### src/rtl/tilt_atan_pkg.sv
// Shared types, widths and constants for the accelerometer tilt-angle unit.
// No dependencies; every other file of the block refers to this package.
package tilt_atan_pkg;

	localparam int SAMPLE_W           = 16;
	localparam int ANGLE_W            = 16;
	localparam int VEC_W              = 40;   // vector components, 20 fraction bits
	localparam int ACC_W              = 32;   // centidegrees with 16 fraction bits
	localparam int PRE_SHIFT          = 20;
	localparam int FRAC_W             = 16;
	localparam int HALF_TURN_CD       = 18000;
	localparam int ANGLE_TABLE_LEN    = 24;
	localparam int ROTATION_STEPS_DEF = 16;
	localparam int RES_W              = 19;   // rounded angle plus half-turn base

	// atan(2^-i) in centidegrees times 65536, rounded to nearest
	localparam logic signed [ACC_W-1:0] ATAN_TABLE [ANGLE_TABLE_LEN] = '{
		32'sd294912000, 32'sd174096719, 32'sd91987925, 32'sd46694507,
		32'sd23437865,  32'sd11730358,  32'sd5866610,  32'sd2933484,
		32'sd1466764,   32'sd733385,    32'sd366693,   32'sd183346,
		32'sd91673,     32'sd45837,     32'sd22918,    32'sd11459,
		32'sd5730,      32'sd2865,      32'sd1432,     32'sd716,
		32'sd358,       32'sd179,       32'sd90,       32'sd45
	};

	// half turn added back after the rotations
	typedef enum logic [1:0] {
		BASE_ZERO,
		BASE_POS,
		BASE_NEG
	} base_t;

	// one item in flight through the row of cells
	typedef struct packed {
		logic signed [VEC_W-1:0] vx;
		logic signed [VEC_W-1:0] vy;
		logic signed [ACC_W-1:0] acc;
		logic                    special;  // X was zero: result is the base alone
		base_t                   base;
	} cordic_t;

endpackage

### src/rtl/tilt_atan_cell.sv
// One vectoring micro-rotation with its own register; STEP fixes shift and angle.
// Depends on tilt_atan_pkg.
module tilt_atan_cell #(
	parameter int STEP = 0
) (
	input  logic                     clk,
	input  logic                     arst_n,
	input  logic                     up_valid,
	input  tilt_atan_pkg::cordic_t   up_data,
	output logic                     up_ready,
	output logic                     down_valid,
	output tilt_atan_pkg::cordic_t   down_data,
	input  logic                     down_ready
);

	localparam logic [tilt_atan_pkg::VEC_W-1:0] LOW_MASK =
		(tilt_atan_pkg::VEC_W'(1) << STEP) - tilt_atan_pkg::VEC_W'(1);

	logic                                   valid_q;
	tilt_atan_pkg::cordic_t                 data_q;
	tilt_atan_pkg::cordic_t                 rot;
	logic signed [tilt_atan_pkg::VEC_W-1:0] dx;
	logic signed [tilt_atan_pkg::VEC_W-1:0] dy;

	// arithmetic shifts round toward minus infinity: bump a negative value that lost set bits so it truncates toward zero
	assign dx = (up_data.vy >>> STEP) + $signed(tilt_atan_pkg::VEC_W'(
		up_data.vy[tilt_atan_pkg::VEC_W-1] && ((up_data.vy & LOW_MASK) != '0)));
	assign dy = (up_data.vx >>> STEP) + $signed(tilt_atan_pkg::VEC_W'(
		up_data.vx[tilt_atan_pkg::VEC_W-1] && ((up_data.vx & LOW_MASK) != '0)));

	always_comb begin
		rot = up_data;
		if (!up_data.vy[tilt_atan_pkg::VEC_W-1]) begin
			rot.vx  = up_data.vx + dx;
			rot.vy  = up_data.vy - dy;
			rot.acc = up_data.acc + tilt_atan_pkg::ATAN_TABLE[STEP];
		end else begin
			rot.vx  = up_data.vx - dx;
			rot.vy  = up_data.vy + dy;
			rot.acc = up_data.acc - tilt_atan_pkg::ATAN_TABLE[STEP];
		end
	end

	assign up_ready = !valid_q || down_ready;

	always_ff @(posedge clk or negedge arst_n) begin
		if (!arst_n) begin
			valid_q <= 1'b0;
		end else if (up_ready) begin
			valid_q <= up_valid;
		end
	end

	always_ff @(posedge clk) begin
		if (up_valid && up_ready) begin
			data_q <= rot;
		end
	end

	assign down_valid = valid_q;
	assign down_data  = data_q;

endmodule

### config.mk
export PLATFORM = sky130hd
export DESIGN_NAME = tilt_atan_cell
export DESIGN_NICKNAME = d
export VERILOG_FILES = /design/src/rtl/tilt_atan_pkg.sv /design/src/rtl/tilt_atan_cell.sv
export SDC_FILE = /design/constraint.sdc
export NUM_CORES = 1
export LEC_CHECK = 0
export BUFFER_PORTS_ARGS = -buffer_cell sky130_fd_sc_hd__buf_2
export CAP_MARGIN = 10
export CORE_MARGIN = 5
export CORE_UTILIZATION = 45
export DETAILED_ROUTE_END_ITERATION = 7
export PLACE_DENSITY_LB_ADDON = 0.12
export RECOVER_POWER = 25
export SYNTH_ARGS = -nofsm -noshare
export SYNTH_HDL_FRONTEND = slang
export SYNTH_SLANG_ARGS = --single-unit
### constraint.sdc
create_clock -name clk -period 3.3 [get_ports clk]
set_input_delay 0.66 -clock clk [delete_from_list [all_inputs] [get_ports clk]]
set_output_delay 0.66 -clock clk [all_outputs]
set_load 0.005 [all_outputs]
==> flow_summary.ini <==
[status]
outcome = finished with violations
violations = setup timing

[critical_path]
crit-reg2reg-capture = down_data[91]
endpoint_kind = flop
rr_startpoint = down_valid
critPathArrivalTime_ns = 3.55
reg2reg_depth = 3
reg2reg_slack_ns = 0.66
path_max_fanout = 7
worstPathRequired_ns = 3.55
startpoint_type = input port
critPathKind = in -> reg

[drt]
drt_wl_total_mm = 44.5
drt_iter0_drc = 1088
ant_nets = 0
routedWlPerCell_um = 19.7
viasPerCell = 5.56
vias = 12500
drcViolationCount = 0
first_pass_iters = 5

[timing]
tightest_slew_ns = 1.18
post-route-period-util_pct = 100
fin_crit_ns = 3.31
fmax_mhz = 302
skew_ns = 0.0125
hold_violations = 0
final.setup.worst_slack_ns = -0.00591
rsz0062_at_grt = true
final_max_slew_viol_count = 0
slew_headroom_pct = 21.6
finalSetupViolations = 1
hold_ws_ns = 0.401

[clock_network]
htree_num_levels = 4
clkTransAtPathRegs_ns = 0.06
cts_buffers = 17
postCtsSetupRepairBufs = 0
cts-root-buf = clkbuf_16
clock-sinks = 115
insertion_delay_ns = 0.44
cts_buffer_depth = 2
cts_tree = built

[finish]
final_layout_size_suffix_gt1_share_pct = 33.9
mostFrequentLayoutCells = buf_4 (338), buf_2 (234), a21oi_1 (171)
layout_commonest_cell = buf_4
fin_cells = 2257
syn_to_final_growth_pct = 40.4
final_cell_area_mm2 = 0.0163
post-route-util_pct = 64.5
nets = 2178

[pwr]
combPwrFrac_pct = 40.1
power.switching_w = 0.00225
seqPwrFrac_pct = 29.6
powerDensity_mw_per_mm2 = 390
p_leak_nw = 7.71
p_sw_share_pct = 35.3
clkPwrFrac_pct = 30.3
vdd_drop_max_mv = 0.268
internal_power_w = 0.00412

[logic_synthesis]
synth_seq_cells = 115
ys_seq_area_share_pct = 29.6
yosys_most_used_dff = edfxtp_1
synth_edf_count = 114
async_reset_ff_share_pct = 0.870
synth_cell_types = 76
syn-instance-count = 1373
synth_area_per_cell_um2 = 8.48
ys_warn_count = 0
syn_nets = 1638
syn_area_mm2 = 0.0116

[floorplanning]
initial_utilization_pct = 46.0
dieArea_mm2 = 0.0292
rows = 58
io_pins = 236
design.core.area_mm2 = 0.0253
die_w_um = 171
die_height_um = 171

[placed_design]
dpl_cell_area_mm2 = 0.0156
placedCellCount = 2223
io_buffers = 235
finalWeightedCongestion = 0.950
pre_cts_ws_ns = -0.649
place_hpwl_mm = 36.0

[grt]
grt-ovfl-total = 0
grt_max_degree = 97
grt_pass1_wl_mm = 67.9
first_global_vias = 12400
antenna_found_initial = 1
gr-usage-all-layers_pct = 29.6

[run]
cap_violations = 0

[min_path]
min-delay-start = up_data[15]
hold_depth = 1
worstHoldEndpoint = down_data[15]
min_path_type = in -> reg
-- power groups by stage --
stage | logic, W | clock network [W] | registers [W]
3_3_place_gp | 0.00246 | 0 | 0.00191
3_5_place_dp | 0.00248 | 0 | 0.00191
5_1_grt | 0.00276 | 0.00201 | 0.00190
6_report | 0.00256 | 0.00193 | 0.00188
4_1_cts | 0.00250 | 0.00195 | 0.00189
2_1_floorplan | 0.00123 | 0 | 0.00193
-- critical path: stages --
cell and delay, ns:
buf_2 0.09, inv_1 0.04, ha_1 0.30, buf_4 0.17
inv_2 0.09, buf_4 0.16, o211ai_1 0.13, nand4b_1 0.29
buf_4 0.24, o2111ai_1 0.23, nand3_2 0.16, a41o_1 0.25
a41o_1 0.28, mux2i_1 0.19, xor2_1 0.23
-- state kept, by name, indices dropped and copies added, names as in the netlist --
register	cells
down_data	114
down_valid	1
-- synthesized netlist by cell type (all sizes together) (12+ instances only) --
library cell / number / area share [%]
a211oi: 20 / 1.3
inv: 135 / 4.4
o31ai: 17 / 1.1
xor2: 20 / 1.5
nand3: 18 / 0.82
a21o: 31 / 2.0
nor3: 29 / 1.2
o21bai: 34 / 2.2
or3: 12 / 0.77
nand2: 85 / 2.7
a21oi: 175 / 7.5
buf: 28 / 1.1
xnor2: 69 / 5.2
clkbuf: 30 / 0.97
nor2: 99 / 3.2
edfxtp: 114 / 29
nor4: 12 / 0.77
mux2i: 20 / 1.7
nand4: 23 / 1.2
ha: 142 / 15
nand2b: 21 / 1.1
o21ai: 92 / 4.0
nor2b: 17 / 0.91
-- layer usage --
metal | wire length, µm | track usage, %
met5 | 0 | 0
met4 | 1050 | 8.47
met3 | 3610 | 5.34
met2 | 20400 | 48.8
met1 | 19500 | 40.1
-- worst max path at each step --
stage	slack, ns	endpoint	start
after floorplan	0.06	down_data[112]	up_data[61]
after global placement	-0.62	down_data[54]	up_data[44]
after detailed placement	-0.65	down_data[74]	up_data[48]
after CTS	0.001	down_data[107]	up_data[54]
after global routing	-0.003	down_data[65]	up_data[39]
final	-0.006	down_data[112]	up_data[44]
-- logic make-up (layout without fill, tap and decap cells) --
family                     Yosys count  in the layout  synth area share, %
AOI/OAI and AO/OA                  460            460                 24.7
and+or+nand+nor                    349            349                 14.9
buffers and inverters              194            747                 6.48
adders and majority gates          146            146                 16.0
DFF                                115            115                 29.6
xor gates and xnor gates            89             89                 6.70
muxes                               20             20                 1.72
other                                0              1                    0
-- stage by stage --
stage	total power, W	setup TNS [ns]
after floorplan	0.00316	0
after global placement	0.00437	-13.71
after detailed placement	0.00439	-15.33
after CTS	0.00634	0
after global routing	0.00667	-0.00509
final	0.00637	-0.00591
-- final cells by class --
type,count,area [µm²]
antenna,1,2.50
clock buffer,17,425
clock inverter,15,155
fill,2246,8980
inverter,136,510
multi-input combinational,1064,7580
sequential,115,3450
tap,330,413
timing repair buffer,579,3810
-- timing repair --
item | 4_1_cts | 5_1_grt
endpoints found under the hold margin | 1 | 0
cloned | 0 | 0
gates resized for setup | 5 | 24
endpoints found under the setup margin | 13 | 22
hold buffers | 1 | 0
pin swaps | 1 | 5
No activity file was read; power rests on OpenSTA's default activity.
