### src/rtl/tilt_atan_pkg.sv
// Shared types, widths and constants for the accelerometer tilt-angle unit.
// No dependencies; every other file of the block refers to this package.
package tilt_atan_pkg;

	localparam int SAMPLE_W           = 16;
	localparam int ANGLE_W            = 16;
	localparam int VEC_W              = 40;   // vector components, 20 fraction bits
	localparam int ACC_W              = 32;   // centidegrees with 16 fraction bits
	localparam int PRE_SHIFT          = 20;
	localparam int FRAC_W             = 16;
	localparam int HALF_TURN_CD       = 18000;
	localparam int ANGLE_TABLE_LEN    = 24;
	localparam int ROTATION_STEPS_DEF = 16;
	localparam int RES_W              = 19;   // rounded angle plus half-turn base

	// atan(2^-i) in centidegrees times 65536, rounded to nearest
	localparam logic signed [ACC_W-1:0] ATAN_TABLE [ANGLE_TABLE_LEN] = '{
		32'sd294912000, 32'sd174096719, 32'sd91987925, 32'sd46694507,
		32'sd23437865,  32'sd11730358,  32'sd5866610,  32'sd2933484,
		32'sd1466764,   32'sd733385,    32'sd366693,   32'sd183346,
		32'sd91673,     32'sd45837,     32'sd22918,    32'sd11459,
		32'sd5730,      32'sd2865,      32'sd1432,     32'sd716,
		32'sd358,       32'sd179,       32'sd90,       32'sd45
	};

	// half turn added back after the rotations
	typedef enum logic [1:0] {
		BASE_ZERO,
		BASE_POS,
		BASE_NEG
	} base_t;

	// one item in flight through the row of cells
	typedef struct packed {
		logic signed [VEC_W-1:0] vx;
		logic signed [VEC_W-1:0] vy;
		logic signed [ACC_W-1:0] acc;
		logic                    special;  // X was zero: result is the base alone
		base_t                   base;
	} cordic_t;

endpackage

### src/rtl/tilt_atan_in_if.sv
// Sample channel of the tilt-angle unit: valid/ready plus both axis counts.
// Depends on tilt_atan_pkg for field widths.
interface tilt_atan_in_if;
	logic                                         valid;
	logic                                         ready;
	logic signed [tilt_atan_pkg::SAMPLE_W-1:0]    accel_x;
	logic signed [tilt_atan_pkg::SAMPLE_W-1:0]    accel_z;

	modport source (output valid, output accel_x, output accel_z, input ready);
	modport sink   (input valid, input accel_x, input accel_z, output ready);
endinterface

### src/rtl/tilt_atan_pre.sv
// Entry stage: special cases, half-turn fold into the right half-plane, pre-scale.
// Depends on tilt_atan_pkg and tilt_atan_in_if.
module tilt_atan_pre (
	input  logic                     clk,
	input  logic                     arst_n,
	tilt_atan_in_if.sink             sample,
	output logic                     down_valid,
	output tilt_atan_pkg::cordic_t   down_data,
	input  logic                     down_ready
);

	logic                            valid_q;
	tilt_atan_pkg::cordic_t          data_q;
	tilt_atan_pkg::cordic_t          prep;
	logic signed [tilt_atan_pkg::VEC_W-1:0] x_ext;
	logic signed [tilt_atan_pkg::VEC_W-1:0] nz_ext;
	logic                            load;

	assign sample.ready = !valid_q || down_ready;
	assign load         = sample.valid && sample.ready;

	always_comb begin
		x_ext          = tilt_atan_pkg::VEC_W'(sample.accel_x);
		nz_ext         = -tilt_atan_pkg::VEC_W'(sample.accel_z);
		prep.special   = 1'b0;
		prep.base      = tilt_atan_pkg::BASE_ZERO;
		prep.acc       = '0;
		prep.vx        = nz_ext;
		prep.vy        = x_ext;
		if (sample.accel_x == '0) begin
			prep.special = 1'b1;
			prep.base    = sample.accel_z[tilt_atan_pkg::SAMPLE_W-1] ?
				tilt_atan_pkg::BASE_ZERO : tilt_atan_pkg::BASE_POS;
			prep.vx      = '0;
			prep.vy      = '0;
		end else if (nz_ext[tilt_atan_pkg::VEC_W-1]) begin
			// left half-plane: turn by half a revolution
			prep.base = sample.accel_x[tilt_atan_pkg::SAMPLE_W-1] ?
				tilt_atan_pkg::BASE_NEG : tilt_atan_pkg::BASE_POS;
			prep.vx   = -nz_ext;
			prep.vy   = -x_ext;
		end
		prep.vx = prep.vx <<< tilt_atan_pkg::PRE_SHIFT;
		prep.vy = prep.vy <<< tilt_atan_pkg::PRE_SHIFT;
	end

	always_ff @(posedge clk or negedge arst_n) begin
		if (!arst_n) begin
			valid_q <= 1'b0;
		end else if (sample.ready) begin
			valid_q <= sample.valid;
		end
	end

	always_ff @(posedge clk) begin
		if (load) begin
			data_q <= prep;
		end
	end

	assign down_valid = valid_q;
	assign down_data  = data_q;

endmodule

### src/flat_wrapper.sv
// flat-port wrapper written by rule: the top's interface ports become plain ports
module tilt_atan_pre_flat 
  (clk, arst_n, down_valid, down_data, down_ready, sample_valid, sample_accel_x, sample_accel_z, sample_ready);
  tilt_atan_in_if sample_i ();
  input  logic clk;
  input  logic arst_n;
  output logic down_valid;
  output tilt_atan_pkg::cordic_t down_data;
  input  logic down_ready;
  input wire logic [$bits(sample_i.valid)-1:0] sample_valid;
  input wire logic [$bits(sample_i.accel_x)-1:0] sample_accel_x;
  input wire logic [$bits(sample_i.accel_z)-1:0] sample_accel_z;
  output wire logic [$bits(sample_i.ready)-1:0] sample_ready;
  assign sample_i.valid = sample_valid;
  assign sample_i.accel_x = sample_accel_x;
  assign sample_i.accel_z = sample_accel_z;
  assign sample_ready = sample_i.ready;
  tilt_atan_pre u_core (.clk(clk), .arst_n(arst_n), .sample(sample_i), .down_valid(down_valid), .down_data(down_data), .down_ready(down_ready));
endmodule
### config.mk
export PLATFORM = sky130hd
export DESIGN_NAME = tilt_atan_pre_flat
export DESIGN_NICKNAME = d
export VERILOG_FILES = /design/src/rtl/tilt_atan_pkg.sv /design/src/rtl/tilt_atan_in_if.sv /design/src/rtl/tilt_atan_pre.sv /design/src/flat_wrapper.sv
export SDC_FILE = /design/constraint.sdc
export NUM_CORES = 1
export LEC_CHECK = 0
export BUFFER_PORTS_ARGS = -buffer_cell sky130_fd_sc_hd__buf_2
export CAP_MARGIN = 0
export CORE_ASPECT_RATIO = 1.1
export CORE_UTILIZATION = 39
export DETAILED_ROUTE_END_ITERATION = 8
export PLACE_DENSITY = 0.75
export REMOVE_ABC_BUFFERS = 1
export SLEW_MARGIN = 20
export SYNTH_ARGS = -nofsm -noshare
export SYNTH_HDL_FRONTEND = slang
export SYNTH_SLANG_ARGS = --single-unit
### constraint.sdc
create_clock -name clk -period 2.05 [get_ports clk]
set_input_delay 0.205 -clock clk [delete_from_list [all_inputs] [get_ports clk]]
set_output_delay 0.205 -clock clk [all_outputs]
set_load 0.02 [all_outputs]
==> metrics, run 1 <==
outcome finished, violations left; failing checks negative setup slack; IO Count 153; Synth Register Bits 44; Async SR Flop Fraction 2.27%; Longest Clk Path Bufs 2; final net count 514; Seq/Total Area, Yosys 40.4%; filler instances 702; Critical Path Max Stage Delay 470 ps; critical path data arrival time 2250 ps; Clock Pin Slew Worst Setup and Hold Paths 80 ps; Pleak 1.94 nW; row cnt 34; EDFF count, synth 43; setup slack after layout -151 ps; Max Fclk 0.454 GHz; xor and xnor area share after synthesis 10.7%; clk sinks 44; Pre-antenna DRT Iters 4; Syn Area/Cell 9.91 um^2; die area 8730 um^2; Mapped Area 3260 um^2; Reg power frac 47.1%; CTS tree yes; Fin. Hold Viols 0; Buffers on Ports 80; drt drc 0; Detailed Route WL 7230 um; Final HPWL DP 5480 um; Slowest cell on crit path or4b_4; ys flop type edfxtp_1; Final Setup Violations 1; layout cell share with drive strength beyond 1 44.3%; switching portion of total power 31.0%; CP Max Fanout 3; Syn. warnings 0; overall power 2.30 mW; Synth Area in Compound Gates 8.91%; Worst EP required 2100 ps; crit share post-route 107%; final setup TNS -151 ps; Num CTS Buffers 5; Worst Setup End Kind flip-flop; critical-path cell list buf_8 > inv_4 > ha_4 > or4b_4 > or3_4 > a211oi_4 > o21ai_2 > o31ai_2 > xor2_1 > nor2_1; Setup Slack @ Placement -475 ps; first-pass GRT wire length 10500 um; Max Cap Violations 0; clock insertion delay at the later pin of the skew report 290 ps; Pwr per Cell Area 525 nW/um^2; drt via density 4.55; switching power 0.712 mW; Worst Hold Class in -> reg; die span in y 97.9 um; number of global-route vias before repair 2393; root buf cell clkbuf_8; Unique masters post-synth 56; maximum VDD drop 0.309 mV; Initial Util 40.8%; Final ANT Viol Nets 0; Clk pwr share 23.5%; Clock Skew 4.60 ps; Wirelength per Cell 12.4 um; Mapped Cells 329; crit path time final 2200 ps; post-synthesis mux area share 0.921%; Max Slew Vio Count 0; Die Wd 89.2 um; GRT Total Usage 15.5%; Pint 1.59 mW; Worst Setup Path Type in -> reg; DR iter-0 viols 97; Via Count 2655; synth-to-layout area growth 34.3%; share of power burned in combinational logic 29.4%; GP Congestion 0.845; grt total ovfl 0; antenna cells 0; Adder-Cell Fraction of Synth Area 1.15%; simple-gate share of the synthesized area 18.0%; antenna violations before repair 0; reg2reg setup slack 830 ps; RSZ-0062 raised after global routing true; Core Area 8000 um^2; largest family of logic cells by synthesized area buffers and inverters; pin count of the biggest net entering global routing 44; type of origin of the critical path input pin; CTS HTree Levels 2
-- state kept, by name (all words and copies together), names as in the netlist --
| register | count |
|---|---|
| u_core.down_data | 43 |
| u_core.down_valid | 1 |
-- layout make-up --
cell class | instances | area (um^2) | share of cell area, %
clock buffer | 6 | 82.6 | 1.89
clock inverter | 2 | 10.0 | 0.229
inverter | 7 | 28.8 | 0.657
multi-input combinational | 271 | 1810 | 41.2
sequential | 44 | 1320 | 30.1
tap | 108 | 135 | 3.09
timing repair buffer | 146 | 1000 | 22.8
-- per-stage QoR --
stage	utilization [%]	area, um^2	hold slack (ps)	cells
after detailed placement	49.2	3930	-18.2	570
final	54.7	4380	112	584
after floorplan	-	2910	-90.6	322
after global placement	49.2	3930	-20.4	570
after CTS	51.6	4130	106	582
after global routing	54.7	4380	120	584
-- worst paths after layout --
| kind | startpoint | end | cells after the start |
|---|---|---|---|
| worst max-delay path | sample_accel_z[1] | u_core.down_data[109]$_SDFFCE_PP0P_ | 10 |
| worst min-delay path | sample_valid | u_core.down_valid$_DFFE_PN0N_ | 2 |
| worst max register to register | u_core.down_valid$_DFFE_PN0N_ | u_core.down_data[58]$_SDFFCE_PP0P_ | 3 |
| worst min register to register | u_core.down_valid$_DFFE_PN0N_ | u_core.down_valid$_DFFE_PN0N_ | 2 |
| max in group asynchronous | arst_n | u_core.down_valid$_DFFE_PN0N_ | 2 |
| min in group asynchronous | arst_n | u_core.down_valid$_DFFE_PN0N_ | 2 |
-- power groups by stage --
stage               sequential, mW  combinational, mW  clock, mW
global placement              1.10              0.593          0
finish                        1.08              0.676      0.539
global route                  1.09              0.727      0.581
floorplan                     1.18              0.298          0
CTS                           1.08              0.614      0.558
detailed placement            1.10              0.606          0
-- worst max-delay path, delay by kind of cell --
kind,cells,cell delay (ps)
AOI/OAI and AO/OA,3,630
and+or+nand+nor,3,930
buffers and inverters,2,160
adders and majority gates,1,120
xor gates and xnor gates,1,200
-- Yosys cell counts, types with 2 or more instances --
master	count	area, um^2
nor4b_1	2	17.5
mux2i_1	3	30.0
a21oi_1	13	65.1
or2_2	4	25.0
xnor2_1	25	219
edfxtp_1	43	1290
buf_6	3	33.8
buf_4	73	548
or3_1	9	56.3
a211oi_1	2	15.0
o21ai_1	3	15.0
nor2_1	41	154
nand2_1	16	60.1
and2_1	2	12.5
nor4_1	2	12.5
or3_4	2	22.5
ha_1	3	37.5
inv_1	7	26.3
or4_1	3	22.5
nand2b_1	6	37.5
nand3_1	2	10.0
and4b_1	2	20.0
o31ai_1	5	37.5
xor2_1	13	114
nor2b_1	4	25.0
o21ai_0	11	55.1
-- kinds of logic (layout without fill, tap and decap cells) --
kind of cell    Yosys count  after routing
simple gates            108            108
buf+inv                  87            161
compound gates           44             44
flops                    44             44
xor+xnor                 39             39
fa+ha+maj                 3              3
mux                       3              3
other cells               1             74
-- metal layers --
metal	global-route usage (%)	wire length [um]	vias to the layer above
li1	-	-	1278
met1	15.4	2580	1247
met2	31.2	4070	122
met3	1.94	446	8
met4	5.86	131	0
met5	0	0	-
-- timing repair --
action	CTS	global route
hold buffers	1	0
setup endpoints to repair	33	35
resized for setup	13	59
cloned	1	0
pin swaps	3	25
buffers inserted	2	3
hold endpoints to repair	1	0
-- layout by cell type (no fill, tap or decap), drive strengths merged, types with 3 or more instances in the layout --
cell type and instances:
o21ai 15, inv 7, a21oi 13, nand2 16, nor4 3, or4 4, clkbuf 6, or2 5
mux2i 3, xor2 14, edfxtp 43, buf 145, nor2b 4, o31ai 7, conb 74, nor2 41
ha 3, nand2b 6, xnor2 25, or3 11
No activity file was read; power rests on OpenSTA's default activity.
==> inputs of run 2 (changes only) <==
--- a/config.mk
+++ b/config.mk
@@ -5,6 +5,7 @@
 export SDC_FILE = /design/constraint.sdc
 export NUM_CORES = 1
 export LEC_CHECK = 0
+export ABC_AREA = 1
 export BUFFER_PORTS_ARGS = -buffer_cell sky130_fd_sc_hd__buf_2
 export CAP_MARGIN = 0
 export CORE_ASPECT_RATIO = 1.1
==> run 2 against run 1 <==
Against the previous run: the flow now finishes without violations; synthesized cell count rose by 23%; core utilization fell by 8.8 points; clock power fell by 4.1%; area after synthesis rose by 1.1%; non-clock buffer count fell by 58; critical path type unchanged; critical endpoint is now u_core.down_data[98]$_SDFFCE_PP0P_.
==> metrics, run 2 <==
Max Cap Violations 0 (unchanged); GP Congestion 0.838 (-0.77%); Worst Setup End Kind flip-flop; crit share post-route 84.0% (-23 points); Max Slew Vio Count 0 (unchanged); number of global-route vias before repair 2425 (+1.3%); Clock Skew 5.63 ps (+1.02 ps); grt total ovfl 0 (unchanged); Num CTS Buffers 5 (unchanged); RSZ-0062 raised after global routing false; Synth top cells by count nand2_1, buf_4, nor2_1; overall power 2.14 mW (-6.8%); Longest Clk Path Bufs 2 (unchanged); Synth area leaders edfxtp_1, buf_4, nand2_1; synth-to-layout area growth 12.2%; type of origin of the critical path input pin; final std cells w/o fill 606 (+3.8%); die area 8820 um^2 (+1.1%); Mapped Cells 405 (+23%); Max Fclk 0.581 GHz (+28%); commonest non-fill, non-tap cell in the layout buf_2; row cnt 34 (unchanged); post-synthesis mux area share 0% (-0.92 points); outcome complete, no violations; area leader, netlist edfxtp_1; Seq/Total Area, Yosys 40.0% (-0.43 points); setup slack after layout 329 ps (+480 ps); Syn Area/Cell 8.13 um^2 (-18%); share of the synthesized area in the top cell type 39.2% (-0.42 points); Fin. Hold Viols 0 (unchanged); clk sinks 44 (unchanged); antenna cells 0 (unchanged); Unique masters post-synth 37 (-34%); Pre-antenna DRT Iters 4 (unchanged); Worst Hold Class in -> reg; first-pass GRT wire length 10500 um (unchanged); Design Area, Final 3700 um^2 (-16%); Die Wd 89.6 um (+0.52%); Syn. warnings 0 (unchanged); maximum VDD drop 0.226 mV (-27%); CTS HTree Levels 2 (unchanged); Setup Slack @ Placement 28.9 ps (+504 ps); Placed Area 3600 um^2 (-8.3%); Final Setup Violations 0 (-1); Buffers on Ports 80 (unchanged); drt drc 0 (unchanged); Via Count 2711 (+2.1%); largest family of logic cells by synthesized area simple AND/OR/NAND/NOR gates; ys flop type edfxtp_1; Util after Layout 46.0% (-8.8 points); Wirelength per Cell 11.2 um (-9.3%); Clock Pin Slew Worst Setup and Hold Paths 80 ps (about the same); Pwr per Cell Area 579 nW/um^2 (+10%); Final ANT Viol Nets 0 (unchanged); Core Area 8040 um^2 (+0.53%); final net count 536 (+4.3%); layout cell share with drive strength beyond 1 26.5% (-18 points); die span in y 98.4 um (+0.53%); max reg flops 43 (unchanged); placed insts 597 (+4.7%); Mapped Area 3290 um^2 (+1.1%); simple-gate share of the synthesized area 27.5% (+9.5 points); EDFF count, synth 43 (unchanged); Final HPWL DP 5480 um (+0.12%); clock insertion delay at the later pin of the skew report 290 ps (about the same); drt via density 4.47 (-1.6%); Adder-Cell Fraction of Synth Area 1.14% (-0.012 points); Pleak 1.84 nW (-5.4%); count leader, synth nand2_1; GRT Total Usage 15.5% (-0.037 points); CTS tree yes; Detailed Route WL 6810 um (-5.9%); Async SR Flop Fraction 2.27% (unchanged); Synth Register Bits 44 (unchanged); Synth Area in Compound Gates 5.28% (-3.6 points); Initial Util 41.0% (+0.22 points); xor and xnor area share after synthesis 3.19% (-7.5 points); critical path data arrival time 1770 ps (-480 ps); root buf cell clkbuf_8; Worst EP required 2100 ps (about the same); IO Count 153 (unchanged); Post-CTS Resized 0 (-13); DR iter-0 viols 129 (+33%); Worst Setup Path Type in -> reg; crit path time final 1720 ps (-480 ps); CP Max Fanout 6 (+3); most frequent cells in the layout buf_2, nand2_1, conb_1; pin count of the biggest net entering global routing 44 (unchanged); antenna violations before repair 0 (unchanged)
==> run 2: changes by cell type after synthesis, sizes merged, moves of 5 or more <==
cell    before  now
nand2       16   87
inv          7   45
nor2        41   65
xnor2       25    1
nand3        2   18
or3         11    0
nor3         2   10
nand2b       6    0
nand4        1    7
o31ai        7    1
or2          5    0
==> run 2: timing repair <==
item	4_1_cts	5_1_grt
hold endpoints to repair	1	0
hold buffers	1	0
buffers inserted	0	0
==> run 2: final timing paths <==
check	from	to	slack, ps	cells past startpoint
hold / removal	sample_valid	u_core.down_valid$_DFFE_PN0N_	150	3
setup reg to reg	u_core.down_valid$_DFFE_PN0N_	u_core.down_data[56]$_SDFFCE_PP0P_	870	2
hold reg to reg	u_core.down_valid$_DFFE_PN0N_	u_core.down_valid$_DFFE_PN0N_	590	2
min in group asynchronous	arst_n	u_core.down_valid$_DFFE_PN0N_	220	2
setup / recovery	sample_accel_x[0]	u_core.down_data[98]$_SDFFCE_PP0P_	330	12
max in group asynchronous	arst_n	u_core.down_valid$_DFFE_PN0N_	1750	2
==> run 2: logic make-up after synthesis <==
kind of cell / Yosys count
AND/OR/NAND/NOR: 191
buffers and inverters: 122
flip-flops: 44
AO/OA/AOI/OAI: 32
XOR/XNOR: 12
adder cells (fa/ha/maj): 3
other: 1
==> run 2: worst max-delay path, cell delays in order <==
cell and delay (ps):
buf_2 110, inv_1 70, ha_1 170, nand2_1 70, nor2_2 140, nand4_1 110
nor2_1 230, nand2_1 100, inv_1 80, nand2_1 180, inv_1 230, nor2_1 70
==> run 2: report_power, final <==
part / leakage (nW) / internal, mW / total, mW / switching [mW]
Sequential: 0.420 / 1.06 / 1.08 / 0.0164
Combinational: 1.37 / 0.144 / 0.544 / 0.401
Clock: 0.0453 / 0.232 / 0.517 / 0.286
==> run 2: area by class of cell <==
class                           instances  area, um^2
Fill cell                             764        4340
Multi-Input combinational cell        312        1510
Sequential cell                        44        1320
Timing Repair Buffer                   88         475
Inverter                               46         175
Tap cell                              108         135
Clock buffer                            5        68.8
Clock inverter                          3        13.8
==> run 2: stage by stage <==
| step | hold slack, ps | TNS, ps |
|---|---|---|
| floorplan | -90.6 | -44220 |
| global placement | -20.3 | 0 |
| detailed placement | -18.1 | 0 |
| CTS | 145 | 0 |
| global route | 158 | 0 |
| finish | 152 | 0 |
==> run 2: per-layer routing <==
| metal | routed length [um] | up-vias | GRT usage [%] |
|---|---|---|---|
| met5 | 0 | - | 0 |
| met1 | 2340 | 1192 | 15.6 |
| met2 | 3760 | 160 | 30.4 |
| met3 | 553 | 16 | 2.11 |
| li1 | - | 1343 | - |
| met4 | 161 | 0 | 6.59 |
