### src/rtl/tilt_atan_pkg.sv
// Shared types, widths and constants for the accelerometer tilt-angle unit.
// No dependencies; every other file of the block refers to this package.
package tilt_atan_pkg;

	localparam int SAMPLE_W           = 16;
	localparam int ANGLE_W            = 16;
	localparam int VEC_W              = 40;   // vector components, 20 fraction bits
	localparam int ACC_W              = 32;   // centidegrees with 16 fraction bits
	localparam int PRE_SHIFT          = 20;
	localparam int FRAC_W             = 16;
	localparam int HALF_TURN_CD       = 18000;
	localparam int ANGLE_TABLE_LEN    = 24;
	localparam int ROTATION_STEPS_DEF = 16;
	localparam int RES_W              = 19;   // rounded angle plus half-turn base

	// atan(2^-i) in centidegrees times 65536, rounded to nearest
	localparam logic signed [ACC_W-1:0] ATAN_TABLE [ANGLE_TABLE_LEN] = '{
		32'sd294912000, 32'sd174096719, 32'sd91987925, 32'sd46694507,
		32'sd23437865,  32'sd11730358,  32'sd5866610,  32'sd2933484,
		32'sd1466764,   32'sd733385,    32'sd366693,   32'sd183346,
		32'sd91673,     32'sd45837,     32'sd22918,    32'sd11459,
		32'sd5730,      32'sd2865,      32'sd1432,     32'sd716,
		32'sd358,       32'sd179,       32'sd90,       32'sd45
	};

	// half turn added back after the rotations
	typedef enum logic [1:0] {
		BASE_ZERO,
		BASE_POS,
		BASE_NEG
	} base_t;

	// one item in flight through the row of cells
	typedef struct packed {
		logic signed [VEC_W-1:0] vx;
		logic signed [VEC_W-1:0] vy;
		logic signed [ACC_W-1:0] acc;
		logic                    special;  // X was zero: result is the base alone
		base_t                   base;
	} cordic_t;

endpackage

### src/rtl/tilt_atan_out_if.sv
// Angle channel of the tilt-angle unit: valid/ready plus the angle in centidegrees.
// Depends on tilt_atan_pkg for the field width.
interface tilt_atan_out_if;
	logic                                        valid;
	logic                                        ready;
	logic signed [tilt_atan_pkg::ANGLE_W-1:0]    tilt_centideg;

	modport source (output valid, output tilt_centideg, input ready);
	modport sink   (input valid, input tilt_centideg, output ready);
endinterface

### src/rtl/tilt_atan_post.sv
// Exit stage: round to centidegrees, add the half turn, clamp, output register.
// Depends on tilt_atan_pkg and tilt_atan_out_if.
module tilt_atan_post (
	input  logic                     clk,
	input  logic                     arst_n,
	input  logic                     up_valid,
	input  tilt_atan_pkg::cordic_t   up_data,
	output logic                     up_ready,
	tilt_atan_out_if.source          angle
);

	localparam int MAG_W = tilt_atan_pkg::ACC_W + 1;
	localparam int RND_W = MAG_W - tilt_atan_pkg::FRAC_W;

	localparam logic signed [tilt_atan_pkg::RES_W-1:0] HALF_TURN =
		tilt_atan_pkg::RES_W'(tilt_atan_pkg::HALF_TURN_CD);
	localparam logic signed [tilt_atan_pkg::RES_W-1:0] LOW_LIMIT =
		-tilt_atan_pkg::RES_W'(tilt_atan_pkg::HALF_TURN_CD - 1);

	logic                                    valid_q;
	logic signed [tilt_atan_pkg::ANGLE_W-1:0] angle_q;
	logic                                    neg;
	logic [MAG_W-1:0]                        mag;
	logic [MAG_W-1:0]                        mag_rnd;
	logic signed [tilt_atan_pkg::RES_W-1:0]  rounded;
	logic signed [tilt_atan_pkg::RES_W-1:0]  base_val;
	logic signed [tilt_atan_pkg::RES_W-1:0]  total;
	logic signed [tilt_atan_pkg::RES_W-1:0]  clamped;

	always_comb begin
		neg     = up_data.acc[tilt_atan_pkg::ACC_W-1];
		mag     = neg ? MAG_W'(-up_data.acc) : MAG_W'(up_data.acc);
		// ties away from zero on the magnitude
		mag_rnd = (mag + (MAG_W'(1) << (tilt_atan_pkg::FRAC_W - 1))) >> tilt_atan_pkg::FRAC_W;
		rounded = tilt_atan_pkg::RES_W'(mag_rnd[RND_W-1:0]);
		if (neg) begin
			rounded = -rounded;
		end
		case (up_data.base)
			tilt_atan_pkg::BASE_ZERO: base_val = '0;
			tilt_atan_pkg::BASE_POS:  base_val = HALF_TURN;
			tilt_atan_pkg::BASE_NEG:  base_val = -HALF_TURN;
			default:                  base_val = '0;
		endcase
		total   = up_data.special ? base_val : rounded + base_val;
		clamped = total;
		if (total < LOW_LIMIT) begin
			clamped = LOW_LIMIT;
		end else if (total > HALF_TURN) begin
			clamped = HALF_TURN;
		end
	end

	assign up_ready = !valid_q || angle.ready;

	always_ff @(posedge clk or negedge arst_n) begin
		if (!arst_n) begin
			valid_q <= 1'b0;
		end else if (up_ready) begin
			valid_q <= up_valid;
		end
	end

	always_ff @(posedge clk) begin
		if (up_valid && up_ready) begin
			angle_q <= clamped[tilt_atan_pkg::ANGLE_W-1:0];
		end
	end

	assign angle.valid         = valid_q;
	assign angle.tilt_centideg = angle_q;

endmodule

### src/flat_wrapper.sv
// flat-port wrapper written by rule: the top's interface ports become plain ports
module tilt_atan_post_flat 
  (clk, arst_n, up_valid, up_data, up_ready, angle_valid, angle_tilt_centideg, angle_ready);
  tilt_atan_out_if angle_i ();
  input  logic clk;
  input  logic arst_n;
  input  logic up_valid;
  input  tilt_atan_pkg::cordic_t up_data;
  output logic up_ready;
  output wire logic [$bits(angle_i.valid)-1:0] angle_valid;
  output wire logic [$bits(angle_i.tilt_centideg)-1:0] angle_tilt_centideg;
  input wire logic [$bits(angle_i.ready)-1:0] angle_ready;
  assign angle_valid = angle_i.valid;
  assign angle_tilt_centideg = angle_i.tilt_centideg;
  assign angle_i.ready = angle_ready;
  tilt_atan_post u_core (.clk(clk), .arst_n(arst_n), .up_valid(up_valid), .up_data(up_data), .up_ready(up_ready), .angle(angle_i));
endmodule
### config.mk
export PLATFORM = sky130hd
export DESIGN_NAME = tilt_atan_post_flat
export DESIGN_NICKNAME = d
export VERILOG_FILES = /design/src/rtl/tilt_atan_pkg.sv /design/src/rtl/tilt_atan_out_if.sv /design/src/rtl/tilt_atan_post.sv /design/src/flat_wrapper.sv
export SDC_FILE = /design/constraint.sdc
export NUM_CORES = 1
export LEC_CHECK = 0
export BUFFER_PORTS_ARGS = -buffer_cell sky130_fd_sc_hd__buf_4
export CORE_ASPECT_RATIO = 0.75
export CORE_MARGIN = 8
export CORE_UTILIZATION = 31
export CTS_CLUSTER_DIAMETER = 30
export DETAILED_ROUTE_END_ITERATION = 10
export HOLD_SLACK_MARGIN = 0.02
export PLACE_DENSITY_LB_ADDON = 0.15
export SETUP_SLACK_MARGIN = 0.15
export SLEW_MARGIN = 20
export SYNTH_ARGS = -nofsm -noshare
export SYNTH_HDL_FRONTEND = slang
export SYNTH_SLANG_ARGS = --single-unit
### constraint.sdc
create_clock -name clk -period 2.05 [get_ports clk]
set_input_delay 0.205 -clock clk [delete_from_list [all_inputs] [get_ports clk]]
set_output_delay 0.205 -clock clk [all_outputs]
set_load 0.01 [all_outputs]
==> run_results.csv, run 1 <==
group,metric,value,unit
worst_setup_path,cp_data_arrival_time,5.81,ns
floorplanning,fp.dieArea,14100,um^2
sta,max-slew-margin-rel,67.3,%
clock_network,cts_tree,"done",
placement,dpl.hpwl,9110,um
routing,drc_errors,0,
synth,ys_seq_area_share,15.5,%
sta,skew,0.00299,ns
floorplanning,num_rows,32,
cells_and_area,finalNonFillerCells,799,
sta,min_period,5.75,ns
worst_setup_path,worst_setup_path_start_kind,"input pin",
clock_network,cts_made_buffers,3,
placement,gp_congestion,0.855,
clock_network,h-tree-depth,1,
worst_setup_path,cp_slowest_stage_delay,0.56,ns
placement,port_buffers,56,
power,irDropWorstVdd,0.340,mV
worst_setup_path,crit_fanout,6,
sta,fmax,0.174,GHz
floorplanning,ios,137,
grt,grt_overflow,0,
grt,first_global_vias,4078,
sta,report.final.slew_viol_count,0,
routing,dr.pass1.iters,4,
floorplanning,core,10200,um^2
cells_and_area,final_layout_size_suffix_gt1_share,51.4,%
routing,drtIter0Drc,203,
sta,setup_viol,16,
min_path,hp-class,"input pin to flip-flop",
clock_network,cts_buffer_depth,2,
clock_network,clk_pin_slew,0.05,ns
synth,synth_top_area_share,14.8,%
sta,rsz0062_at_grt,"yes",
cells_and_area,fin_util,57.2,%
sta,worstMarginPinSlew,0.489,ns
routing,drt-total-wl,11600,um
synth,syn_area,3250,um^2
worst_setup_path,worstSetupPathType,"input pin to flip-flop",
floorplanning,start_util,31.7,%
sta,hold_viol,0,
synth,synthTopCellsByArea,"edfxtp_1 15%, xnor2_1 8.3%, ha_1 7.7%, nor2_1 4.4%, xor2_1 4.3%",
sta,period_share,281,%
synth,synth_common_cells,"38 x nor2_1, 34 x nand2_1, 31 x xnor2_1",
clock_network,cts-root-buf,"clkbuf_16",
sta,setup_slack,-3.70,ns
status,violations,"negative setup slack",
synth,synth_warnings,0,
routing,via_count,4118,
synth,synth_most_common_cell,"nor2_1",
floorplanning,die_h,105,um
worst_setup_path,crit_top_cell,"buf_4",
grt,antenna_found_initial,0,
routing,vias_per_cell,5.15,
synth,avgSynthCellArea,7.46,um^2
worst_setup_path,endpoint_kind,"flip-flop",
clock_network,clkSinkCount,17,
grt,grt_max_degree,19,
power,power_density,469,nW/um^2
synth,yosysTopAreaCell,"edfxtp_1",
routing,wl_per_cell,14.5,um
run,max_cap_violations,0,
grt,track_usage,15.7,%
synth,synth_fp_nets,576,
clock_network,insertion_delay,0.25,ns
cells_and_area,nets,804,
routing,ant_nets,0,
synth,async_reset_ff_share,5.88,%
placement,place_ws,-4.29,ns
worst_setup_path,worstPathRequired,2.11,ns
synth,synth_cells,436,
synth,synth_edf_count,16,
floorplanning,fp.dieW,134,um
synth,synth.distinct_cells,73,
placement,post-place-cells,772,
synth,ys_ff_latch,17,
synth,synthFlopType,"edfxtp_1",
cells_and_area,diodes,0,
cells_and_area,syn_to_final_growth,80.3,%
power,finalPower,0.00275,W
worst_setup_path,slowest_stage,"or4_4",
status,status,"finished with violations",
power,p_leak,2.59,nW
grt,grt_pass1_wl,19000,um
==> worst paths after layout <==
check	start	end	slack, ns	cells after the start
worst min-delay path	up_valid	u_core.angle.valid$_DFFE_PN0N_	0.15	2
worst max-delay path	up_data[9]	u_core.angle.tilt_centideg[7]$_SDFFCE_PP1P_	-3.70	30
min in group asynchronous	arst_n	u_core.angle.valid$_DFFE_PN0N_	0.27	2
max in group asynchronous	arst_n	u_core.angle.valid$_DFFE_PN0N_	1.70	2
worst min register to register	u_core.angle.valid$_DFFE_PN0N_	u_core.angle.valid$_DFFE_PN0N_	0.53	2
worst max register to register	u_core.angle.valid$_DFFE_PN0N_	u_core.angle.tilt_centideg[6]$_SDFFCE_PP0P_	0.90	3
==> power by group <==
group | switching [W] | internal, W | total [W]
logic | 0.000897 | 0.00101 | 0.00191
registers | 0.00000930 | 0.000436 | 0.000446
clock network | 0.000133 | 0.000261 | 0.000394
total | 0.00104 | 0.00171 | 0.00275
==> layout make-up <==
| class | instances | area (um^2) |
|---|---|---|
| well taps | 136 | 170 |
| inverters | 21 | 83.8 |
| multi-input cells | 376 | 3130 |
| clock inverters | 1 | 5.00 |
| clock buffers | 3 | 75.1 |
| fillers | 958 | 4390 |
| repair buffers | 245 | 1900 |
| flip-flops and latches | 17 | 505 |
==> metal layers <==
layer	up-vias	GRT usage (%)	wire, um
met1	1955	21.9	5700
li1	2090	-	-
met2	65	25.4	5400
met5	-	0	0
met3	8	2.25	452
met4	0	2.32	69
==> state kept, by name, summed over array words and instances, names as in the netlist <==
signal,flops
u_core.angle.tilt_centideg,16
u_core.angle.valid,1
==> layout by cell type (no fill, tap or decap), drive strengths merged, types with 3 or more instances in the layout <==
master / instances
buf: 244
nor2: 38
nand2: 34
xnor2: 31
a21oi: 24
o21ai: 23
inv: 21
ha: 20
nor3: 17
edfxtp: 16
xor2: 16
nor4: 12
a21o: 11
nand3: 11
nand2b: 10
nand4: 7
o22ai: 7
or2: 7
a211oi: 7
o31a: 6
a31oi: 6
or3: 6
and3: 5
o21a: 5
nor2b: 5
and2: 5
o211ai: 3
mux2i: 3
clkbuf: 3
nand3b: 3
o31ai: 3
a221oi: 3
nor4b: 3
o41ai: 3
o21bai: 3
a311oi: 3
==> through the flow <==
step	cell area [um^2]	hold slack, ns	TNS [ns]
6_report	5860	0.154	-58.34
5_1_grt	5860	0.184	-61.80
4_1_cts	5480	0.154	-58.32
3_5_place_dp	5140	-0.0174	-66.83
3_3_place_gp	5140	-0.0197	-63.77
2_1_floorplan	3400	-0.0906	-60.27
==> worst max-delay path: cells and delay by family <==
family,cells,cell delay [ns]
and+or+nand+nor,10,2.02
buffers and inverters,5,0.72
xor gates and xnor gates,3,0.41
AOI/OAI and AO/OA,10,1.91
adders and majority gates,2,0.56
==> logic make-up (layout without fill, tap and decap cells) <==
group           after synthesis  after routing  share of synthesized area (%)
simple gates                170            170                           28.0
flops                        17             17                           15.5
xor+xnor                     47             47                           12.7
buf+inv                      43            270                           5.04
mux                           5              5                           1.62
fa+ha+maj                    21             21                           8.31
compound gates              133            133                           28.8
==> timing repair <==
item	4_1_cts	5_1_grt
resized for setup	34	59
buffers inserted	10	12
setup endpoints to repair	16	16
pin swaps	39	32
hold buffers	1	0
endpoints found under the hold margin	1	0
(Power assumes the default switching activity.)
==> run 2: changes to the inputs <==
==> constraint.sdc (replaced) <==
create_clock -name clk -period 2.05 [get_ports clk]
set_input_delay 0.3075 -clock clk [delete_from_list [all_inputs] [get_ports clk]]
set_output_delay 0.3075 -clock clk [all_outputs]
set_load 0.01 [all_outputs]
==> run 2 against run 1 <==
The flow still finishes with violations (negative setup slack). Largest power group unchanged. Setup slack worse by 0.14 ns. Global-route usage about the same. Sequential cell count unchanged. Largest cell class unchanged.
==> run_results.csv, run 2 (same netlist as run 1, synthesis figures left out) <==
group,metric,value,unit
routing,drt-total-wl,11700,um
clock_network,clk_pin_slew,0.05,ns
min_path,hp-class,"input pin to flip-flop",
cells_and_area,fin_util,57.1,%
grt,track_usage,15.7,%
routing,drc_errors,0,
floorplanning,die_h,105,um
worst_setup_path,endpoint_kind,"flip-flop",
clock_network,h-tree-depth,1,
cells_and_area,syn_to_final_growth,80.0,%
placement,gp_congestion,0.857,
clock_network,insertion_delay,0.24,ns
sta,worstMarginPinSlew,0.692,ns
worst_setup_path,worstPathRequired,2.05,ns
sta,max-slew-margin-rel,53.9,%
worst_setup_path,worst_setup_path_start_kind,"input pin",
placement,post_dp_cell_area,5140,um^2
cells_and_area,final_layout_size_suffix_gt1_share,50.8,%
sta,hold_viol,0,
placement,dpl.hpwl,9120,um
cells_and_area,fin_area,5850,um^2
floorplanning,fp.dieArea,14100,um^2
placement,port_buffers,56,
grt,grt_overflow,0,
sta,report.final.slew_viol_count,0,
routing,via_count,4088,
power,power_density,466,nW/um^2
worst_setup_path,cp_slowest_stage_delay,0.56,ns
cells_and_area,nets,804,
run,max_cap_violations,0,
clock_network,cts_made_buffers,3,
floorplanning,ios,137,
grt,antenna_found_initial,0,
routing,dr.pass1.iters,5,
worst_setup_path,slowest_stage,"or4_4",
power,p_leak,2.59,nW
sta,fmax,0.170,GHz
cells_and_area,final_cell_mix,"228 x buf_4, 34 x nor2_1, 32 x nand2_1",
cells_and_area,largest_reg_flops,16,
sta,min_period,5.90,ns
sta,skew,0.00109,ns
clock_network,cts_tree,"done",
clock_network,cts-root-buf,"clkbuf_16",
status,status,"finished with violations",
sta,setup_viol,16,
worst_setup_path,crit_buf_inv,4,
floorplanning,start_util,31.7,%
sta,setup_slack,-3.85,ns
routing,vias_per_cell,5.12,
routing,ant_nets,0,
worst_setup_path,critPathTopFamily,"simple AND/OR/NAND/NOR gates",
clock_network,cts_buffer_depth,2,
cells_and_area,diodes,0,
clock_network,clkSinkCount,17,
power,irDropWorstVdd,0.351,mV
sta,period_share,288,%
routing,drtIter0Drc,202,
status,violations,"negative setup slack",
cells_and_area,final_common_cell,"buf_4",
grt,grt_max_degree,19,
routing,wl_per_cell,14.6,um
power,finalPower,0.00273,W
floorplanning,fp.dieW,134,um
worst_setup_path,worstSetupPathType,"input pin to flip-flop",
grt,grt_pass1_wl,19000,um
worst_setup_path,crit_fanout,5,
floorplanning,core,10200,um^2
floorplanning,num_rows,32,
worst_setup_path,cp_data_arrival_time,5.90,ns
grt,first_global_vias,3994,
sta,rsz0062_at_grt,"yes",
run 2: timing repair:
item / 4_1_cts / 5_1_grt
gates resized for setup: 45 / 51
hold buffers: 1 / 0
hold endpoints to repair: 1 / 0
pin swaps: 42 / 40
buffers inserted: 10 / 12
endpoints found under the setup margin: 16 / 16
run 2: path summary, 6_finish.rpt:
check	from	to	slack, ns	depth (start not counted)
worst max-delay path	up_data[14]	u_core.angle.tilt_centideg[4]$_SDFFCE_PP1P_	-3.85	29
worst min-delay path	up_valid	u_core.angle.valid$_DFFE_PN0N_	0.26	2
worst max register to register	u_core.angle.valid$_DFFE_PN0N_	u_core.angle.tilt_centideg[12]$_SDFFCE_PP1P_	0.60	2
worst min register to register	u_core.angle.valid$_DFFE_PN0N_	u_core.angle.valid$_DFFE_PN0N_	0.54	2
max in group asynchronous	arst_n	u_core.angle.valid$_DFFE_PN0N_	1.59	2
min in group asynchronous	arst_n	u_core.angle.valid$_DFFE_PN0N_	0.38	2
run 2: worst register-to-register path, delay by kind of cell, from the launching register on:
kind | cells | cell delay (ns)
flip-flops | 1 | 0.37
AND/OR/NAND/NOR | 2 | 0.70
run 2: through the flow:
step / hold WS (ns) / setup TNS, ns / setup slack, ns / instances
2_1_floorplan: 0.0119 / -61.91 / -3.97 / 436
3_3_place_gp: 0.0823 / -65.54 / -4.19 / 772
3_5_place_dp: 0.0845 / -67.59 / -4.26 / 772
4_1_cts: 0.252 / -58.72 / -3.71 / 787
5_1_grt: 0.269 / -65.80 / -4.18 / 799
6_report: 0.256 / -60.96 / -3.85 / 799
run 2: final cells by class:
cell class,count,area [um^2]
clock buffers,4,78.8
fillers,951,4400
inverters,21,81.3
multi-input cells,376,3110
flip-flops and latches,17,505
well taps,136,170
repair buffers,245,1910
run 2: per-layer routing:
metal  routed length, um  global-route usage, %  vias to the layer above
met3                 472                   1.39                        2
li1                    -                      -                     2087
met4                  26                   1.60                        0
met2                5350                   25.2                       79
met5                   0                      0                        -
met1                5840                   22.8                     1920
run 2: where the power goes:
group	internal, W	switching, W	total [W]
clock network	0.000264	0.000123	0.000387
registers	0.000437	0.00000949	0.000446
logic	0.00100	0.000892	0.00189
total	0.00170	0.00102	0.00273
==> run 3: changes to the inputs <==
==> constraint.sdc (replaced) <==
create_clock -name clk -period 5.47 [get_ports clk]
set_input_delay 0.8205 -clock clk [delete_from_list [all_inputs] [get_ports clk]]
set_output_delay 0.8205 -clock clk [all_outputs]
set_load 0.01 [all_outputs]
==> run 3 against run 2 <==
The run still ends with negative setup slack left. Worst hold slack better by 0.081 ns. Count of clock-buffer cells in the layout shrank 1. Clock skew rose by 0.0028 ns. Utilization down 4.5 points. Register-to-register slack improved by 3.4 ns. Sequential cell count unchanged. Setup slack better by 2.8 ns. Power decreased by 65%.
==> run_results.csv, run 3 (same netlist as run 1, synthesis figures left out) <==
group,metric,value,unit
sta,max-slew-margin-rel,54.0,%
power,finalPower,0.000951,W
cells_and_area,n_fill_cell,977,
floorplanning,start_util,31.7,%
worst_setup_path,worst_setup_path_start_kind,"input pin",
clock_network,clkSinkCount,17,
floorplanning,num_rows,32,
clock_network,cts_tree,"done",
status,status,"finished with violations",
cells_and_area,syn_to_final_growth,65.8,%
sta,min_period,6.49,ns
cells_and_area,fin_area,5390,um^2
placement,dpl.hpwl,8890,um
sta,setup_viol,16,
power,power_density,177,nW/um^2
cells_and_area,final-seq-area,505,um^2
sta,worstMarginPinSlew,0.690,ns
sta,hold_viol,0,
floorplanning,core,10200,um^2
worst_setup_path,r2r_cells,2,
clock_network,cts_buffer_depth,2,
clock_network,ctsHoldBuffers,0,
cells_and_area,largest_reg_flops,16,
grt,grt_overflow,0,
floorplanning,fp.dieArea,14100,um^2
grt,antenna_found_initial,0,
clock_network,cts_made_buffers,3,
grt,grt_max_degree,21,
worst_setup_path,endpoint_kind,"flip-flop",
floorplanning,ios,137,
sta,report.final.slew_viol_count,0,
cells_and_area,final_cell_mix,"210 x buf_4, 36 x nor2_1, 33 x nand2_1",
clock_network,h-tree-depth,1,
grt,grt_pass1_wl,18500,um
placement,gp_congestion,0.868,
cells_and_area,diodes,0,
placement,post_dp_cell_area,4990,um^2
routing,dr.pass1.iters,5,
grt,first_global_vias,3902,
routing,ant_nets,0,
routing,drc_errors,0,
run,max_cap_violations,0,
cells_and_area,nets,777,
sta,period_share,119,%
cells_and_area,fin_util,52.6,%
worst_setup_path,worstPathRequired,5.47,ns
floorplanning,die_h,105,um
sta,setup_slack,-1.02,ns
clock_network,clk_pin_slew,0.05,ns
status,violations,"negative setup slack",
routing,wl_per_cell,14.4,um
sta,fmax,0.154,GHz
worst_setup_path,worstSetupPathType,"input pin to flip-flop",
cells_and_area,final_layout_size_suffix_gt1_share,44.3,%
clock_network,cts-root-buf,"clkbuf_16",
grt,track_usage,15.2,%
clock_network,insertion_delay,0.25,ns
placement,port_buffers,56,
sta,rsz0062_at_grt,"yes",
floorplanning,fp.dieW,134,um
cells_and_area,multi_input_area,2870,um^2
routing,drtIter0Drc,209,
cells_and_area,final_common_cell,"buf_4",
sta,fin_hold_ws,0.337,ns
sta,skew,0.00391,ns
worst_setup_path,cp_data_arrival_time,6.50,ns
cells_and_area,finalNonFillerCells,772,
min_path,hp-class,"input pin to async pin",
routing,drt-total-wl,11100,um
power,p_leak,2.37,nW
worst_setup_path,crit_fanout,14,
routing,via_count,3980,
power,irDropWorstVdd,0.102,mV
placement,post-place-cells,751,
routing,vias_per_cell,5.16,
[run 3: cell types whose count changed in the layout (fill, tap and decap cells not counted), moves of 3 or more]
cell | previous run | this run
o22ai_1 | 2 | 7
ha_1 | 15 | 19
buf_6 | 15 | 6
xnor2_2 | 4 | 1
buf_4 | 228 | 210
o22ai_2 | 5 | 0
xnor2_1 | 27 | 30
[run 3: final timing paths]
| check | startpoint | end | slack [ns] |
|---|---|---|---|
| worst max register to register | u_core.angle.valid$_DFFE_PN0N_ | u_core.angle.tilt_centideg[6]$_SDFFCE_PP0P_ | 4.04 |
| worst min-delay path | arst_n | u_core.angle.valid$_DFFE_PN0N_ | 0.34 |
| max in group asynchronous | arst_n | u_core.angle.valid$_DFFE_PN0N_ | 5.05 |
| min in group clk | u_core.angle.valid$_DFFE_PN0N_ | u_core.angle.valid$_DFFE_PN0N_ | 0.53 |
| worst max-delay path | up_data[8] | u_core.angle.tilt_centideg[4]$_SDFFCE_PP1P_ | -1.02 |
| worst min register to register | u_core.angle.valid$_DFFE_PN0N_ | u_core.angle.valid$_DFFE_PN0N_ | 0.53 |
[run 3: final cells by class]
type                    instances  area share [%]
flip-flops and latches         17            9.38
inverters                      21            1.51
clock buffers                   3            1.39
clock inverters                 1          0.0929
well taps                     136            3.16
repair buffers                218            31.2
multi-input cells             376            53.2
[run 3: layer usage]
metal  GRT usage (%)  up-vias  part of all wire [%]
met1            22.0     1849                    51
met3            1.53        7                   3.8
li1                -     2036                     -
met4            1.92        0                  0.63
met5               0        -                     0
met2            24.2       88                    45
[run 3: through the flow]
step                TNS, ns  setup slack (ns)
floorplan            -15.40             -1.06
global placement     -18.32             -1.22
detailed placement   -20.10             -1.33
CTS                  -12.55            -0.829
global route         -20.23             -1.34
finish               -15.15             -1.02
[run 3: power breakdown]
group	total [W]	switching [W]	internal (W)
clock network	0.000146	0.0000482	0.0000978
logic	0.000638	0.000305	0.000333
registers	0.000167	0.00000327	0.000164
[run 3: critical path: stages]
cell	delay [ns]
buf_6	0.09
nor4_4	0.27
nand4_1	0.20
buf_4	0.18
buf_4	0.12
buf_4	0.18
o31a_1	0.29
o31a_1	0.27
buf_4	0.15
nor3_4	0.30
mux2_2	0.39
nand2_1	0.08
a21boi_2	0.09
or4_4	0.56
xnor2_2	0.14
o22ai_1	0.16
ha_1	0.28
buf_4	0.16
a21oi_4	0.13
o31ai_2	0.09
or2_4	0.26
a21o_1	0.21
a21oi_4	0.21
o21bai_4	0.19
nand4_1	0.20
a21o_1	0.28
a21o_1	0.19
[run 3: what timing repair did]
item	4_1_cts	5_1_grt
buffers inserted	12	5
resized for setup	31	13
endpoints found under the hold margin	0	0
endpoints found under the setup margin	16	16
pin swaps	13	14
